### src/hw/rtl/bsmm_pkg.sv
// bsmm_pkg: shared constants and control/status types for the blocked matrix multiplier
// used by bsmm_ctrl, bsmm_dp and blocked_square_matrix_multiply; no dependencies
`default_nettype none

package bsmm_pkg;

    // default parameter values
    localparam int MAX_N_DEF     = 8;
    localparam int ELEM_BITS_DEF = 16;

    // fixed field widths
    localparam int CFG_W        = 4;
    localparam int COORD_W      = 3;
    localparam int PRODUCT_BITS = 37;

    // size register value after reset
    localparam logic [CFG_W-1:0] SIZE_RESET = 4'd8;

    // controller to datapath commands
    typedef struct packed {
        logic               load;        // store the accepted request's pair
        logic               issue;       // read one operand pair for a mac step
        logic [COORD_W-1:0] i;
        logic [COORD_W-1:0] j;
        logic [COORD_W-1:0] k;
        logic               first;       // first term of an element
        logic               lastk;       // final term of an element
        logic               final_elem;  // final element of the matrix
    } bsmm_cmd_t;

    // datapath to controller status
    typedef struct packed {
        logic [COORD_W-1:0] size_m1;     // effective size minus one
        logic               pipe_busy;   // mac pipeline still holds terms
    } bsmm_stat_t;

endpackage

`default_nettype wire

### src/hw/rtl/bsmm_ram.sv
// bsmm_ram: generic single-write, single-read ram with registered read data
// no dependencies
`default_nettype none

module bsmm_ram #(
    parameter int WIDTH = 16,
    parameter int DEPTH = 64,
    parameter int AW    = (DEPTH > 1) ? $clog2(DEPTH) : 1
) (
    input  wire logic             clk,
    input  wire logic             we,
    input  wire logic [AW-1:0]    waddr,
    input  wire logic [WIDTH-1:0] wdata,
    input  wire logic [AW-1:0]    raddr,
    output logic      [WIDTH-1:0] rdata
);

    logic [WIDTH-1:0] mem [DEPTH];

    // write port and registered read port
    always_ff @(posedge clk)
    begin
        if (we)
        begin
            mem[waddr] <= wdata;
        end
        rdata <= mem[raddr];
    end

endmodule

`default_nettype wire

### src/hw/rtl/bsmm_ctrl.sv
// bsmm_ctrl: load/compute sequencer, walks i, j, k over the effective size
// depends on bsmm_pkg
`default_nettype none

module bsmm_ctrl (
    input  wire logic              clk,
    input  wire logic              rst_n,
    input  wire logic              start,
    input  wire logic              last,
    output logic                   busy,
    output bsmm_pkg::bsmm_cmd_t    cmd,
    input  wire bsmm_pkg::bsmm_stat_t stat
);

    typedef enum logic [1:0] {
        ST_IDLE,
        ST_RUN,
        ST_DRAIN
    } state_t;

    state_t                        state_reg, state_next;
    logic [bsmm_pkg::COORD_W-1:0]  i_reg, i_next;
    logic [bsmm_pkg::COORD_W-1:0]  j_reg, j_next;
    logic [bsmm_pkg::COORD_W-1:0]  k_reg, k_next;
    logic                          accept;
    logic                          k_end;
    logic                          j_end;
    logic                          i_end;

    assign accept = start && (state_reg == ST_IDLE);
    assign busy   = (state_reg != ST_IDLE);

    assign k_end = (k_reg == stat.size_m1);
    assign j_end = (j_reg == stat.size_m1);
    assign i_end = (i_reg == stat.size_m1);

    // commands to the datapath
    always_comb
    begin
        cmd.load       = accept;
        cmd.issue      = (state_reg == ST_RUN);
        cmd.i          = i_reg;
        cmd.j          = j_reg;
        cmd.k          = k_reg;
        cmd.first      = (k_reg == '0);
        cmd.lastk      = k_end;
        cmd.final_elem = i_end && j_end;
    end

    // next state and loop counters
    always_comb
    begin
        state_next = state_reg;
        i_next     = i_reg;
        j_next     = j_reg;
        k_next     = k_reg;
        unique case (state_reg)
            ST_IDLE:
            begin
                i_next = '0;
                j_next = '0;
                k_next = '0;
                if (accept && last)
                begin
                    state_next = ST_RUN;
                end
            end
            ST_RUN:
            begin
                if (k_end)
                begin
                    k_next = '0;
                    if (j_end)
                    begin
                        j_next = '0;
                        if (i_end)
                        begin
                            state_next = ST_DRAIN;
                        end
                        else
                        begin
                            i_next = i_reg + 1'b1;
                        end
                    end
                    else
                    begin
                        j_next = j_reg + 1'b1;
                    end
                end
                else
                begin
                    k_next = k_reg + 1'b1;
                end
            end
            ST_DRAIN:
            begin
                if (!stat.pipe_busy)
                begin
                    state_next = ST_IDLE;
                end
            end
            default:
            begin
                state_next = ST_IDLE;
            end
        endcase
    end

    // state and counter registers
    always_ff @(posedge clk or negedge rst_n)
    begin
        if (!rst_n)
        begin
            state_reg <= ST_IDLE;
            i_reg     <= '0;
            j_reg     <= '0;
            k_reg     <= '0;
        end
        else
        begin
            state_reg <= state_next;
            i_reg     <= i_next;
            j_reg     <= j_next;
            k_reg     <= k_next;
        end
    end

endmodule

`default_nettype wire

### src/hw/rtl/bsmm_dp.sv
// bsmm_dp: size register, operand stores and the three-stage multiply-accumulate
// depends on bsmm_pkg and bsmm_ram
`default_nettype none

module bsmm_dp #(
    parameter int MAX_N     = bsmm_pkg::MAX_N_DEF,
    parameter int ELEM_BITS = bsmm_pkg::ELEM_BITS_DEF
) (
    input  wire logic                               clk,
    input  wire logic                               rst_n,
    input  wire logic                               cfg_we,
    input  wire logic [bsmm_pkg::CFG_W-1:0]         cfg_data,
    input  wire logic [bsmm_pkg::COORD_W-1:0]       row,
    input  wire logic [bsmm_pkg::COORD_W-1:0]       col,
    input  wire logic [ELEM_BITS-1:0]               a_value,
    input  wire logic [ELEM_BITS-1:0]               b_value,
    input  wire bsmm_pkg::bsmm_cmd_t                cmd,
    output bsmm_pkg::bsmm_stat_t                    stat,
    output logic                                    result_valid,
    output logic [bsmm_pkg::COORD_W-1:0]            out_row,
    output logic [bsmm_pkg::COORD_W-1:0]            out_col,
    output logic signed [bsmm_pkg::PRODUCT_BITS-1:0] product,
    output logic                                    out_last
);

    localparam int DEPTH = MAX_N * MAX_N;
    localparam int AW    = (DEPTH > 1) ? $clog2(DEPTH) : 1;
    localparam int CW    = bsmm_pkg::COORD_W;
    localparam int PW    = bsmm_pkg::PRODUCT_BITS;
    localparam logic [bsmm_pkg::CFG_W-1:0] SIZE_MAX = bsmm_pkg::CFG_W'(MAX_N);

    logic [bsmm_pkg::CFG_W-1:0]  size_reg;
    logic [bsmm_pkg::CFG_W-1:0]  size_eff;
    logic                        in_range;
    logic                        wr_en;
    logic [AW-1:0]               waddr;
    logic [AW-1:0]               raddr_a;
    logic [AW-1:0]               raddr_b;
    logic [ELEM_BITS-1:0]        rdata_a;
    logic [ELEM_BITS-1:0]        rdata_b;
    logic signed [ELEM_BITS-1:0] op_a;
    logic signed [ELEM_BITS-1:0] op_b;
    logic signed [2*ELEM_BITS-1:0] mul_full;
    logic signed [PW-1:0]        acc_next;

    // stage 1: operands on the ram outputs
    logic                        s1_valid_reg;
    logic                        s1_first_reg;
    logic                        s1_lastk_reg;
    logic                        s1_final_reg;
    logic [CW-1:0]               s1_i_reg;
    logic [CW-1:0]               s1_j_reg;
    // stage 2: registered product
    logic                        s2_valid_reg;
    logic                        s2_first_reg;
    logic                        s2_lastk_reg;
    logic                        s2_final_reg;
    logic [CW-1:0]               s2_i_reg;
    logic [CW-1:0]               s2_j_reg;
    logic signed [PW-1:0]        prod_reg;
    // stage 3: accumulator and result
    logic signed [PW-1:0]        acc_reg;
    logic                        out_valid_reg;
    logic                        out_last_reg;
    logic [CW-1:0]               out_row_reg;
    logic [CW-1:0]               out_col_reg;
    logic signed [PW-1:0]        product_reg;

    // size register, zero acts as one and oversize clamps to MAX_N
    always_ff @(posedge clk or negedge rst_n)
    begin
        if (!rst_n)
        begin
            size_reg <= bsmm_pkg::SIZE_RESET;
        end
        else if (cfg_we)
        begin
            size_reg <= cfg_data;
        end
    end

    always_comb
    begin
        if (size_reg == '0)
        begin
            size_eff = bsmm_pkg::CFG_W'(1);
        end
        else if (size_reg > SIZE_MAX)
        begin
            size_eff = SIZE_MAX;
        end
        else
        begin
            size_eff = size_reg;
        end
    end

    assign stat.size_m1   = CW'(size_eff - 1'b1);
    assign stat.pipe_busy = s1_valid_reg || s2_valid_reg;

    // store addresses: row-major, MAX_N entries per row
    assign in_range = (bsmm_pkg::CFG_W'(row) < size_eff) && (bsmm_pkg::CFG_W'(col) < size_eff);
    assign wr_en    = cmd.load && in_range;
    assign waddr    = AW'(row * MAX_N + col);
    assign raddr_a  = AW'(cmd.i * MAX_N + cmd.k);
    assign raddr_b  = AW'(cmd.k * MAX_N + cmd.j);

    bsmm_ram #(
        .WIDTH (ELEM_BITS),
        .DEPTH (DEPTH),
        .AW    (AW)
    ) u_store_a (
        .clk   (clk),
        .we    (wr_en),
        .waddr (waddr),
        .wdata (a_value),
        .raddr (raddr_a),
        .rdata (rdata_a)
    );

    bsmm_ram #(
        .WIDTH (ELEM_BITS),
        .DEPTH (DEPTH),
        .AW    (AW)
    ) u_store_b (
        .clk   (clk),
        .we    (wr_en),
        .waddr (waddr),
        .wdata (b_value),
        .raddr (raddr_b),
        .rdata (rdata_b)
    );

    // signed multiply, wrapped or extended to the product width
    assign op_a     = rdata_a;
    assign op_b     = rdata_b;
    assign mul_full = op_a * op_b;

    // accumulate, restarting on the first term of each element
    assign acc_next = (s2_first_reg ? PW'(0) : acc_reg) + prod_reg;

    // pipeline control
    always_ff @(posedge clk or negedge rst_n)
    begin
        if (!rst_n)
        begin
            s1_valid_reg  <= 1'b0;
            s2_valid_reg  <= 1'b0;
            out_valid_reg <= 1'b0;
        end
        else
        begin
            s1_valid_reg  <= cmd.issue;
            s2_valid_reg  <= s1_valid_reg;
            out_valid_reg <= s2_valid_reg && s2_lastk_reg;
        end
    end

    // pipeline payload
    always_ff @(posedge clk)
    begin
        s1_first_reg <= cmd.first;
        s1_lastk_reg <= cmd.lastk;
        s1_final_reg <= cmd.final_elem;
        s1_i_reg     <= cmd.i;
        s1_j_reg     <= cmd.j;

        s2_first_reg <= s1_first_reg;
        s2_lastk_reg <= s1_lastk_reg;
        s2_final_reg <= s1_final_reg;
        s2_i_reg     <= s1_i_reg;
        s2_j_reg     <= s1_j_reg;
        prod_reg     <= PW'(mul_full);

        if (s2_valid_reg)
        begin
            acc_reg <= acc_next;
        end
        if (s2_valid_reg && s2_lastk_reg)
        begin
            product_reg  <= acc_next;
            out_row_reg  <= s2_i_reg;
            out_col_reg  <= s2_j_reg;
            out_last_reg <= s2_final_reg;
        end
    end

    assign result_valid = out_valid_reg;
    assign out_row      = out_row_reg;
    assign out_col      = out_col_reg;
    assign product      = product_reg;
    assign out_last     = out_valid_reg && out_last_reg;

endmodule

`default_nettype wire

### src/hw/rtl/blocked_square_matrix_multiply.sv
// blocked_square_matrix_multiply: loads A and B one pair per cycle while not busy, then emits C = A x B
// loading requests leave the block ready; after the request marked last, it emits the results for
// n = effective size in row-major order, each element summed from n multiply-accumulate terms
// busy stays high until the final result is shown; the rate is set by the single shared multiply-accumulate
// reset: asynchronous active-low, size register returns to 8, operand stores are not cleared
// the receiver cannot stall: each result is shown for exactly one cycle with result_valid
// depends on bsmm_pkg, bsmm_ctrl, bsmm_dp, bsmm_ram
`default_nettype none

module blocked_square_matrix_multiply #(
    parameter int MAX_N     = bsmm_pkg::MAX_N_DEF,
    parameter int ELEM_BITS = bsmm_pkg::ELEM_BITS_DEF
) (
    input  wire logic                                clk,
    input  wire logic                                rst_n,
    input  wire logic                                cfg_we,
    input  wire logic [bsmm_pkg::CFG_W-1:0]          cfg_data,
    input  wire logic                                start,
    output logic                                     busy,
    input  wire logic [bsmm_pkg::COORD_W-1:0]        row,
    input  wire logic [bsmm_pkg::COORD_W-1:0]        col,
    input  wire logic [ELEM_BITS-1:0]                a_value,
    input  wire logic [ELEM_BITS-1:0]                b_value,
    input  wire logic                                last,
    output logic                                     result_valid,
    output logic [bsmm_pkg::COORD_W-1:0]             out_row,
    output logic [bsmm_pkg::COORD_W-1:0]             out_col,
    output logic signed [bsmm_pkg::PRODUCT_BITS-1:0] product,
    output logic                                     out_last
);

    bsmm_pkg::bsmm_cmd_t  cmd;
    bsmm_pkg::bsmm_stat_t stat;

    // sequencer
    bsmm_ctrl u_ctrl (
        .clk   (clk),
        .rst_n (rst_n),
        .start (start),
        .last  (last),
        .busy  (busy),
        .cmd   (cmd),
        .stat  (stat)
    );

    // stores and mac pipeline
    bsmm_dp #(
        .MAX_N     (MAX_N),
        .ELEM_BITS (ELEM_BITS)
    ) u_dp (
        .clk          (clk),
        .rst_n        (rst_n),
        .cfg_we       (cfg_we),
        .cfg_data     (cfg_data),
        .row          (row),
        .col          (col),
        .a_value      (a_value),
        .b_value      (b_value),
        .cmd          (cmd),
        .stat         (stat),
        .result_valid (result_valid),
        .out_row      (out_row),
        .out_col      (out_col),
        .product      (product),
        .out_last     (out_last)
    );

    // results only appear while a multiply is in progress
    assert property (@(posedge clk) disable iff (!rst_n) result_valid |-> busy)
        else $error("result strobe while idle");

    // a request marked last starts the multiply
    assert property (@(posedge clk) disable iff (!rst_n) (start && !busy && last) |=> busy)
        else $error("multiply did not start after last request");

    // a plain loading request leaves the block ready
    assert property (@(posedge clk) disable iff (!rst_n) (start && !busy && !last) |=> !busy)
        else $error("loading request made the block busy");

    // the final element ends the result stream
    assert property (@(posedge clk) disable iff (!rst_n) out_last |=> !result_valid)
        else $error("result after final element");

endmodule

`default_nettype wire

### config.mk
export PLATFORM = sky130hd
export DESIGN_NAME = blocked_square_matrix_multiply
export DESIGN_NICKNAME = d
export VERILOG_FILES = /design/src/hw/rtl/bsmm_pkg.sv /design/src/hw/rtl/bsmm_ram.sv /design/src/hw/rtl/bsmm_ctrl.sv /design/src/hw/rtl/bsmm_dp.sv /design/src/hw/rtl/blocked_square_matrix_multiply.sv
export SDC_FILE = /design/constraint.sdc
export NUM_CORES = 2
export LEC_CHECK = 0
export ABC_CLOCK_PERIOD_IN_PS = 16180
export BUFFER_PORTS_ARGS = -buffer_cell sky130_fd_sc_hd__clkbuf_2
export CORE_AREA = 2 2 626 628
export CTS_CLUSTER_DIAMETER = 200
export CTS_CLUSTER_SIZE = 12
export DETAILED_ROUTE_END_ITERATION = 8
export DIE_AREA = 0 0 628 630
export PLACE_DENSITY = 0.42
export SLEW_MARGIN = 0
export SYNTH_ARGS = -nofsm -noshare
export SYNTH_HDL_FRONTEND = slang
export SYNTH_HIERARCHICAL = 1
export SYNTH_SLANG_ARGS = --single-unit
### constraint.sdc
create_clock -name clk -period 16.18 [get_ports clk]
set_input_delay 2.427 -clock clk [delete_from_list [all_inputs] [get_ports clk]]
set_output_delay 2.427 -clock clk [all_outputs]
set_load 0.02 [all_outputs]
; ---- After elaboration in Yosys (flattened, before gate mapping)
; Memories as Yosys holds them, arrays and structs flattened. A register that Yosys moved wholly into a read port is not among the register bits.
; Index checks and enable logic that the tools add are counted.
[op_classes]
add_sub_neg = 8
muxes = 20
n_shift = 0
n_bitwise = 0
n_div = 0
eq_ne = 11
n_reduce_logical = 16
n_mul = 1
n_lt_le_gt_ge = 3
[ops]
columns = cell, count
row1 = $add A37 B32 Y37, 1
row2 = $mux W37, 1
row3 = $mul A16 B16 Y32, 1
row4 = $add A6 B3 Y6, 3
row5 = $mux W3, 6
row6 = $pmux W3 S2, 3
row7 = $ne A2 B2 Y1 const B, 6
row8 = $mux W2, 5
row9 = $add A3 B1 Y3 const B, 3
row10 = $eq A3 B3 Y1, 3
row11 = $lt A3 B4 Y1, 2
row12 = $mux W4, 2
row13 = $logic_and A1 B1 Y1, 7
row14 = $pmux W2 S3, 1
row15 = $reduce_and A5 Y1, 1
row16 = $gt A4 B4 Y1 const B, 1
row17 = $logic_not A4 Y1, 1
row18 = $reduce_and A4 Y1, 1
row19 = $reduce_bool A2 Y1, 2
row20 = $logic_not A3 Y1, 1
row21 = $sub A3 B1 Y3 const B, 1
row22 = $eq A2 B1 Y1 const B, 1
row23 = $eq A2 B2 Y1 const B, 1
row24 = $logic_not A2 Y1, 1
row25 = other kinds (3), 4
[word_totals]
memories = 2
latchBits = 0
reg_bits = 149
ramBits = 2048
wordCells = 85
input_bits = 47
mem_bits_ro = 0
output_inout_bits = 46
[memory_table]
columns = name, words, word_bits, read_ports, rd_clocked_by_memory_dff, write_ports, line
row1 = u_dp.u_store_a.mem, 64, 16, 1, 1, 1, bsmm_ram.sv:18  ; logic [WIDTH-1:0] mem [DEPTH];
row2 = u_dp.u_store_b.mem, 64, 16, 1, 1, 1, bsmm_ram.sv:18

; ---- Logic depth before layout (Yosys ltp)
[depth]
word_depth = 9
depth_mapped = 22
mapped_depth_nobuf = 21

; ---- Hierarchy
; Netlist, hierarchy kept.
[modules_own_cells]
columns = mod, area_each_um2, seq_area_each_um2, cells_each, n_inst
row1 = bsmm_ram, 40042.2, 31069.8, 1829, 2
row2 = bsmm_dp, 16019.1, 3609.7, 1609, 1
row3 = bsmm_ctrl, 789.5, 275.3, 90, 1

; ---- Least setup slack after synthesis
; Ideal clock, no wire load.
[synth_timing]
path_type = reg2reg
start = reg u_dp.u_store_a.rdata[10], read port of u_dp.u_store_a.mem
end = reg u_dp/prod_reg[31] (netlist name)
stages_incl_launch_ff = 19
t_required_ps = 16048
path_buffers = 1
setup_slack_ps = 10407
setup_ps = 132
arrival_ps = 5641
synth_period_minus_slack_ps = 5773
cell_sequence = dfxtp_1 -> clkbuf_1 -> nand2_1 -> fa_1 -> fa_1 -> fa_1 -> fa_1 -> inv_1 -> fa_1 -> fa_1 -> ha_1 -> a21o_1 -> a21o_1 -> a21oi_1 -> o21ai_1 -> a211oi_2 -> o311ai_1 -> a2111oi_0 -> nor3b_1
[synth_via]
elab_chain_cells = 1
[synth_lines]
columns = element, line
row1 = "start, declared", bsmm_ram.sv:15  ; output logic [WIDTH-1:0] rdata
row2 = $mul A16 B16 Y32, bsmm_dp.sv:137  ; assign mul_full = op_a * op_b;
row3 = net u_dp.mul_full[31], bsmm_dp.sv:43  ; logic signed [2*ELEM_BITS-1:0] mul_full;
; The timed path passes the listed nets, and every way through them passes these cells.
; A chain may end at the register's enable or synchronous reset.

; ---- Final worst setup path
[layout_timing]
start = reg u_dp.u_store_a.rdata[15], read port of u_dp.u_store_a.mem
end = reg u_dp/prod_reg[31] (netlist name)
[layout_via]
elab_chain_cells = 1
[layout_lines]
columns = element, line
row1 = $mul A16 B16 Y32, bsmm_dp.sv:137
row2 = net u_dp.mul_full[31], bsmm_dp.sv:43
; The timed path passes the listed nets, and every way through them passes these cells.

==> flow_metrics.tcl <==
set metrics [dict create \
    hold_buffers 0 \
    synth-simple-area-share_pct 4.822 \
    relSlewSlack_pct 14.43 \
    worst-setup-path-type "flip-flop to flip-flop" \
    min_to "u_dp/s2_j_reg[0]$_DFF_P_" \
    r2r_cells 21 \
    hold_viol 0 \
    synth_fp_nets 5794 \
    rsz0062_at_grt "no" \
    gp_congestion 0.7886 \
    drive_gt1_share_pct 18.98 \
    synth_top_area_cell "edfxtp_1" \
    reg_top3 "u_dp/u_store_a/mem: 1024 flops, u_dp/u_store_b/mem: 1024 flops" \
    cp-end-kind "flip-flop" \
    dr_total_vias 48657 \
    die_w_um 628 \
    cts_buffers 208 \
    die_h_um 630 \
    synth-edff-count 2129 \
    finClkSkew_ns 0.09366 \
    cts_resized 0 \
    whs_path_depth 0 \
    final_core_util_pct 28.25 \
    ys_ff_latch 2229 \
    r2r-start "u_dp/u_store_a/rdata[15]$_DFF_P_" \
    slowest_delay_ns 0.75 \
    grt_pass1_vias 51041 \
    viasPerCell 4.461 \
    synth.distinct_cells 82 \
    synthAdderAreaFrac_pct 7.074 \
    nets 6037 \
    synthXorXnorAreaFrac_pct 0.6327 \
    synth_compound_area_share_pct 3.448 \
    rows 229 \
    status "completed" \
    cp_max_fo 16 \
    core_region_area_mm2 0.3882 \
    synth_commonest_cells "edfxtp_1 (2129), mux4_2 (440), inv_1 (326)" \
    clk_pin_slew_ns 0.07 \
    slowest_stage "dfxtp_1" \
    overflow 0 \
    dp_cells 10587 \
    cts.htree.levels 4 \
    synth.most_common_cell "edfxtp_1" \
    ys_seq_area_share_pct 68.14 \
    portBuffers 92 \
    drc 0 \
    path_cells "nand2_1 -> inv_1 -> fa_1 -> inv_1 -> fa_1 -> fa_1 -> inv_1 -> fa_1 -> fa_1 -> inv_1 -> fa_1 -> inv_1 -> ha_1 -> a21oi_1 -> o211ai_1 -> nand2_1 -> o21ai_1 -> a211oi_2 -> o311ai_1 -> a2111oi_0 -> nor3b_1" \
    holdCritPathClass "flip-flop to flip-flop" \
    yosysTopAreaCellShare_pct 65.98 \
    crit_buf_inv 5 \
    max_freq_mhz 152.3 \
    reg2reg_slack_ns 9.61 \
    fin_crit_sh_pct 40.59 \
    ys.flop_type "edfxtp_1" \
    syn_to_final_growth_pct 13.19 \
    fin_setup_tns_ns 0 \
    cp-startpoint "u_dp/u_store_a/rdata[15]$_DFF_P_" \
    antenna_found_initial 15 \
    critical_path_required_ns 16.94 \
    crit_family "adder cells" \
    ys_async_sr_fraction_pct 0.8075 \
    period_needed_ns 6.567 \
    postSynthAreaPerCell_um2 18.09 \
    grt_max_degree 99 \
    setup_viol 0 \
    postCtsSetupBuffers 0 \
    synth.area.mux_share_pct 12.88 \
    syn_area_mm2 0.09689 \
    reg2reg_to "u_dp/prod_reg[31]$_DFF_P_" \
    initial_core_util_pct 24.96 \
    clock-sinks 2229 \
    yosys_warnings 6 \
    worst_pin_slew_ns 1.281 \
    layout.cells.non_filler 10906 \
    hpwl_um 164900 \
    slew_viol_final 0 \
    syn_inst 5357 \
    cts_tree "done" \
    clockBufferDepth 4 \
    grt_pass1_wl_um 383500 \
    grt.total_usage_pct 13.18 \
    drt_wl_total_um 265900 \
    wl_per_cell_um 24.38 \
    ios 93 \
    drtIter0Drc 4131 \
    drtPass1Iterations 5 \
    synth_area_leaders "edfxtp_1 (66%), mux4_2 (10%), fa_1 (5.4%)" \
    clk_latency_ns 0.94 \
    critPathArrivalTime_ns 7.33 \
    synth_top_family_by_area "multiplexers" \
    ant_nets 0 \
    min-delay-start "u_dp/s1_j_reg[0]$_DFF_P_" \
    critical_path.most_common_cell "fa_1" \
    cts-root-buf "clkbuf_16" \
    drv_cap 0 \
    die-area_mm2 0.3956 \
    startpoint_type "flip-flop" \
]
[cell usage in the layout (no fill, tap or decap), types with 26 or more instances in the layout]
master | Yosys | routed
nand2_1 | 279 | 279
a21oi_1 | 90 | 90
xnor2_1 | 59 | 59
fa_1 | 263 | 263
a31oi_1 | 26 | 26
a221oi_1 | 34 | 34
and2_1 | 137 | 136
mux4_2 | 440 | 440
clkbuf_1 | 94 | 89
edfxtp_1 | 2129 | 2129
mux2i_1 | 171 | 171
nand4_1 | 37 | 37
clkbuf_2 | 4 | 91
inv_1 | 326 | 326
mux2_2 | 58 | 58
nand3_1 | 67 | 67
a22oi_1 | 79 | 79
nor2b_1 | 101 | 98
ha_1 | 127 | 127
clkbuf_16 | 0 | 211
dfxtp_1 | 82 | 82
nor2_1 | 199 | 181
buf_4 | 30 | 195
o21ai_0 | 46 | 46
[logic make-up after synthesis]
| logic type | after synthesis |
|---|---|
| flops | 2229 |
| mux | 677 |
| fa+ha+maj | 390 |
| xor+xnor | 70 |
| buf+inv | 585 |
| compound gates | 469 |
| simple gates | 937 |
[layer usage]
layer / global-route usage (%) / vias to the layer above / share of wire [%]
li1: - / 21135 / -
met1: 18.01 / 26215 / 45
met2: 22.26 / 1026 / 49
met3: 1.645 / 281 / 4.1
met4: 3.085 / 0 / 2.2
met5: 0 / - / 0
[cell type report]
cell class / count / area, µm²
clock inverters: 10 / 176.4
repair buffers: 292 / 2024
fillers: 38638 / 278600
inverters: 326 / 1224
diodes: 8 / 20.02
clock buffers: 301 / 5628
multi-input cells: 2543 / 28050
well taps: 5197 / 6502
flip-flops and latches: 2229 / 66050
[metrics by stage]
| step | setup slack, ns | hold WS, ns | cell area, µm² |
|---|---|---|---|
| after floorplan | 10.41 | 0.3096 | 96890 |
| after global placement | 9.586 | 0.3136 | 103900 |
| after detailed placement | 9.612 | 0.3154 | 103900 |
| after CTS | 9.601 | 0.3150 | 109700 |
| after global routing | 9.210 | 0.3174 | 109700 |
| final | 9.613 | 0.3166 | 109700 |
[worst reg2reg max path: cells and delay by family, from the launching register on]
kind | cells | cell delay [ns]
adder cells (fa/ha/maj) | 7 | 3.27
AO/OA/AOI/OAI | 6 | 1.62
flip-flops | 1 | 0.75
buffers and inverters | 5 | 0.43
AND/OR/NAND/NOR | 3 | 0.41
[how the worst max path moves through the flow]
stage | end | cells after the start
floorplan | u_dp/prod_reg[31]$_DFF_P_ | 18
global placement | u_dp/u_store_a/mem[6][9]$_DFFE_PP_ | 11
detailed placement | u_dp/prod_reg[31]$_DFF_P_ | 18
CTS | u_dp/prod_reg[31]$_DFF_P_ | 18
global route | u_dp/prod_reg[31]$_DFF_P_ | 21
finish | u_dp/prod_reg[31]$_DFF_P_ | 21
Power is not shown: default switching activity piles up to over one toggle a cycle in this logic, so the estimate is an artifact.
